[config.mk]
export PLATFORM = sky130hd
export DESIGN_NAME = apc_match
export DESIGN_NICKNAME = d
export VERILOG_FILES = /design/src/rtl/apc_pkg.sv /design/src/rtl/apc_match.sv
export SDC_FILE = /design/constraint.sdc
export NUM_CORES = 1
export LEC_CHECK = 0
export BUFFER_PORTS_ARGS = -buffer_cell sky130_fd_sc_hd__buf_2
export CAP_MARGIN = 0
export CORE_AREA = 3 3 255 132
export DETAILED_ROUTE_END_ITERATION = 8
export DIE_AREA = 0 0 258 135
export PLACE_DENSITY_LB_ADDON = 0.12
export SYNTH_ARGS = -nofsm -noshare
export SYNTH_HDL_FRONTEND = slang
export SYNTH_SLANG_ARGS = --single-unit
[constraint.sdc]
create_clock -name vclk -period 21.4
set_input_delay 4.28 -clock vclk [all_inputs]
set_output_delay 4.28 -clock vclk [all_outputs]
set_load 0.03 [all_outputs]
[src/rtl/apc_pkg.sv]
// Package: types and constants of the attractor period classifier
`timescale 1ns / 1ps
package apc_pkg;
  localparam int LANES_DEF = 8;
  localparam int WINDOW_DEF = 16;
  localparam int TABLE_DEPTH_DEF = 64;
  localparam int VAL_W = 16;
  localparam int TOL_W = 15;
  localparam logic [1:0] ACT_SAMPLE = 2'd0;
  localparam logic [1:0] ACT_START = 2'd1;
  localparam logic [1:0] ACT_CLEAR = 2'd2;
  localparam logic [2:0] REG_TOL = 3'd0;
  localparam logic [2:0] REG_MAXP = 3'd1;
  localparam logic [2:0] REG_MAXS = 3'd2;
  localparam logic [2:0] REG_PRE = 3'd3;
  localparam logic [2:0] REG_ACTN = 3'd4;
  typedef enum logic [2:0] {
    ST_IDLE, ST_HRD, ST_HCMP, ST_TRD, ST_TCMP, ST_OUT
  } state_t;
endpackage

[src/rtl/apc_match.sv]
// Tolerance compare of two state vectors over the active lanes
`timescale 1ns / 1ps
module apc_match #(
  parameter int LANES = apc_pkg::LANES_DEF
) (
  input  logic [LANES*apc_pkg::VAL_W-1:0] a,
  input  logic [LANES*apc_pkg::VAL_W-1:0] b,
  input  logic [apc_pkg::TOL_W-1:0]       tol,
  input  logic [3:0]                      nlanes,
  output logic                            same
);
  import apc_pkg::*;
  always_comb begin
    logic signed [VAL_W:0] d;
    logic [VAL_W:0] m;
    same = 1'b1;
    for (int k = 0; k < LANES; k++) begin
      d = $signed({a[k*VAL_W+VAL_W-1], a[k*VAL_W +: VAL_W]})
        - $signed({b[k*VAL_W+VAL_W-1], b[k*VAL_W +: VAL_W]});
      m = d[VAL_W] ? -d : d;
      if (4'(k) < nlanes && m > {2'b0, tol}) same = 1'b0;
    end
  end
endmodule

==> run summary, run 1 <==
Status - finished, final reports clean
RSZ-0062 raised after global routing - no
Gr ovfl total - 0
Net Count, Synth - 2,329
Fin. Hold Viols - 0
Cell count after synthesis - 1,790
Maximum number of pins on one net before global-route repair - 18
Die width - 258 um
Slew @ Worst Pin - 0.890 ns
VDD IR max - 11.1 uV
Power per cell area - 41.2 nW/um2
YS warnings - 0
Number of global-route vias before repair - 12,354
Crit. Startpoint - a[80]
CP Class - input port to primary output
Die height - 135 um
Final ANT Viol Nets - 0
Port Buf Inserts - 276
Fin crit period - 14.59 ns
Vias per cell - 5.41
Final GP Congestion - 0.821
Post-CTS Setup Bufs - 0
Layout cell share with drive strength beyond 1 - 15.9%
Final HPWL DP - 30,400 um
Final Cycle Share - 68.2%
Commonest non-fill, non-tap cells in the layout - 276 x buf_2, 256 x ha_1, 216 x inv_1, 132 x nor2_1, 127 x xnor2_1
Post-synthesis sequential area ratio - 0%
Max-slew headroom - 39.7%
GRT Overall Usage - 19.3%
CTS hold repair buffers - 0
Via count - 13,397
Most common library cell in the layout ignoring fill and taps - buf_2
CP max FO - 3
Initial DRC count - 585
Post-CTS sizing - 0
Max Cap Violations - 0
Leakage power - 7.09 nW
Ports - 276
Routed length per placed instance - 14.4 um
Synthesized area - 12,500 um2
FILL cells - 3,366
Unique masters post-synth - 92
Synth-to-Final Area Change - 14.6%
Critical Path AT - 10.31 ns
Initial antenna violation count - 6
Setup TNS - 0 ns
Post-route cell area - 14,400 um2
Worst Path Required - 17.12 ns
Register area - 0 um2
DR DRC count - 0
Area of the multi-input gates - 11,600 um2
Fmax - 68.5 MHz
Mean Syn Cell Area - 7.01 um2
First-pass GRT wire length - 57,800 um
Hold path startpoint - nlanes[3]
DP Cell Count - 2,473
Final setup vio count - 0
First drt pass iteration count - 5
Num sequential - 0
Initial Utilization - 39.9%
Finished Layout Cells - 2,477
Die Area - 34,800 um2
CLK BUF - 0
Num rows - 46
Crit start category - input port
Hold Crit Class - input port to primary output
Post-placement cell area - 14,400 um2
Core area - 31,500 um2
CP Capture Type - primary output
DRT Wirelength - 35,600 um
Fin. max-slew vios - 0
Final #Nets - 2,582
-- synthesized netlist by cell type (6+ instances only) --
cell type / n / area (um2)
fa_1: 8 / 160
a211oi_1: 22 / 165
a311oi_1: 7 / 61.3
o311ai_0: 7 / 61.3
or3_1: 27 / 169
o21bai_1: 9 / 67.6
mux2i_1: 9 / 90.1
nor3_1: 45 / 225
or4_1: 9 / 67.6
nand2b_1: 20 / 125
nor2_1: 132 / 495
o31ai_1: 19 / 143
a31oi_1: 16 / 100
a31o_2: 7 / 61.3
clkbuf_1: 21 / 78.8
o31a_1: 10 / 87.6
nor3b_1: 7 / 52.6
inv_1: 216 / 811
a21oi_1: 113 / 566
nand3b_1: 8 / 60.1
xor2_1: 40 / 350
nor4b_1: 6 / 52.6
a21o_1: 60 / 450
nor2b_1: 28 / 175
nand4_1: 34 / 213
o21ai_0: 124 / 621
nor4_1: 7 / 43.8
a211o_1: 6 / 52.6
o211a_1: 7 / 70.1
a2111oi_0: 8 / 70.1
o21a_1: 46 / 345
xnor2_1: 127 / 1110
o211ai_1: 24 / 180
and3_1: 15 / 93.8
nand2_1: 108 / 405
nand3_1: 45 / 225
ha_1: 256 / 3200
and2_1: 9 / 56.3
o41ai_1: 7 / 61.3
or2_2: 11 / 68.8
-- per-layer routing --
layer	track usage, %	share of wire, %
met1	26.1	48
met3	0.525	2.8
met2	35.4	48
met5	0	0.096
met4	2.09	1.0
-- critical path, cell delays in order --
cell	delay, ns
buf_2	0.09
inv_1	0.05
ha_1	0.15
inv_1	0.05
fa_1	0.42
a21o_1	0.21
a221oi_2	0.36
xnor2_1	0.13
nor4b_1	0.46
o2111ai_1	0.23
o21a_1	0.23
xor2_1	0.14
ha_1	0.30
a21o_1	0.19
a21oi_1	0.13
o211ai_1	0.09
and2_1	0.16
o41ai_1	0.38
or3b_1	0.39
mux2i_1	0.14
o211ai_1	0.26
a2111oi_0	0.72
a41oi_1	0.25
a211oi_2	0.24
buf_2	0.25
-- kinds of logic (layout without fill, tap and decap cells) --
logic type	Yosys count	count (layout)	synth area share, %
muxes	11	11	0.898
adders and majority gates	264	264	26.8
and+or+nand+nor	538	538	22.2
buffers and inverters	241	492	7.25
AOI/OAI and AO/OA	568	568	31.0
xor gates and xnor gates	168	168	11.8
other	0	4	0
-- metrics by stage --
stage                     power, mW  worst slack (ns)  hold slack [ns]  util [%]
after global routing          0.676              6.30             9.05      45.7
after global placement        0.588              7.13             9.02      45.6
after detailed placement      0.589              6.92             9.03      45.6
after floorplan               0.457              7.87             8.75         -
final                         0.592              6.81             9.02      45.7
after CTS                     0.593              6.90             9.03      45.6
-- power breakdown --
group	switching (mW)	internal (mW)
logic	0.325	0.267
clock network	0	0.0000000250
registers	0	0
total	0.325	0.267
-- final timing paths --
check   end  slack (ns)  depth (start not counted)
max    same        6.81                         25
min    same        9.02                          4
-- layout make-up --
cell class / instances / share of cell area, %
Antenna cell: 4 / 0.0696
Inverter: 216 / 5.64
Multi-Input combinational cell: 1549 / 80.9
Tap cell: 432 / 3.76
Timing Repair Buffer: 276 / 9.61
Note: power is estimated with default switching activity, not from simulation.
==> run 2: changes to the inputs <==
==> constraint.sdc (replaced) <==
create_clock -name vclk -period 12.6
set_input_delay 2.52 -clock vclk [all_inputs]
set_output_delay 2.52 -clock vclk [all_outputs]
set_load 0.03 [all_outputs]
==> run summary, run 2 (synthesis gave the netlist of run 1 again) <==
Crit. Startpoint - a[80]
Initial antenna violation count - 6
Num rows - 46
Commonest non-fill, non-tap cells in the layout - 276 x buf_2, 256 x ha_1, 216 x inv_1, 132 x nor2_1, 127 x xnor2_1
Hold path startpoint - nlanes[3]
Final Cycle Share - 87.8%
Slew @ Worst Pin - 0.866 ns
Fmax - 90.4 MHz
Place WS - 1.60 ns
Final HPWL DP - 30,500 um
Initial Utilization - 39.9%
Port Buf Inserts - 276
VDD IR max - 23.6 uV
Final GP Congestion - 0.821
Routed length per placed instance - 14.4 um
Post-CTS Setup Bufs - 0
Layout cell share with drive strength beyond 1 - 15.9%
Number of global-route vias before repair - 12,302
Flop pwr share - 0%
Initial DRC count - 551
Final ANT Viol Nets - 0
Critical Path AT - 8.54 ns
DRT Wirelength - 35,700 um
Leakage power - 7.09 nW
Power share of the combinational group - 100.0%
CP Class - input port to primary output
Fin crit period - 11.06 ns
Setup WS post-layout - 1.54 ns
Power share of the clock group - 0%
Switch share - 55.0%
DP Cell Count - 2,473
Total power - 1.01 mW
Die width - 258 um
Maximum number of pins on one net before global-route repair - 18
Final #Nets - 2,582
Worst path max stage delay - 0.67 ns
Die Area - 34,800 um2
GRT Overall Usage - 19.2%
Gr ovfl total - 0
Switching pwr - 0.554 mW
Hold Crit Class - input port to primary output
Int Pwr - 0.454 mW
Vias per cell - 5.39
Fin. max-slew vios - 0
First drt pass iteration count - 5
CTS hold repair buffers - 0
Most common library cell in the layout ignoring fill and taps - buf_2
Finished Layout Cells - 2,477
Power per cell area - 70.1 nW/um2
Core area - 31,500 um2
Top delay family on crit path - compound AO/OA/AOI/OAI gates
Fin. Hold Viols - 0
Ports - 276
Final setup vio count - 0
Num sequential - 0
DR DRC count - 0
CP Capture Type - primary output
Setup TNS - 0 ns
CLK BUF - 0
Via count - 13,356
Register area - 0 um2
Die height - 135 um
CP max FO - 3
Worst Path Required - 10.08 ns
Max-slew headroom - 41.4%
Crit start category - input port
CP max stage cell - a2111oi_0
Status - finished, final reports clean
First-pass GRT wire length - 57,600 um
RSZ-0062 raised after global routing - no
Buffer and inverter count on the worst path - 4
Max Cap Violations - 0
Post-CTS sizing - 0
Synth-to-Final Area Change - 14.6%
Hold WS - 5.51 ns
run 2: through the flow:
step / area [um2] / utilization (%)
6_report: 14400 / 45.7
3_3_place_gp: 14400 / 45.6
2_1_floorplan: 12500 / -
5_1_grt: 14400 / 45.7
4_1_cts: 14400 / 45.6
3_5_place_dp: 14400 / 45.6
run 2: cell type report:
class,count,area [um2]
Inverter,216,811
Fill cell,3347,17100
Antenna cell,4,10.0
Multi-Input combinational cell,1549,11600
Tap cell,432,541
Timing Repair Buffer,276,1380
run 2: power by group through the flow:
stage / registers, mW / clock network, mW / logic, mW
6_report: 0 / 0.0000000426 / 1.01
5_1_grt: 0 / 0.0000000425 / 1.15
3_5_place_dp: 0 / 0 / 1.00
2_1_floorplan: 0 / 0 / 0.777
4_1_cts: 0 / 0 / 1.01
3_3_place_gp: 0 / 0 / 0.998
run 2: path summary, 6_finish.rpt:
check	to	cells past startpoint
max	same	25
min	same	4
run 2: routing by layer:
layer | up-vias | track usage [%] | routed length (um) | share of wire [%]
li1 | 7093 | - | - | -
met1 | 6068 | 26.0 | 17200 | 48
met2 | 179 | 35.4 | 17400 | 49
met3 | 12 | 0.693 | 964 | 2.7
met4 | 4 | 1.53 | 158 | 0.44
met5 | - | 0 | 26 | 0.073
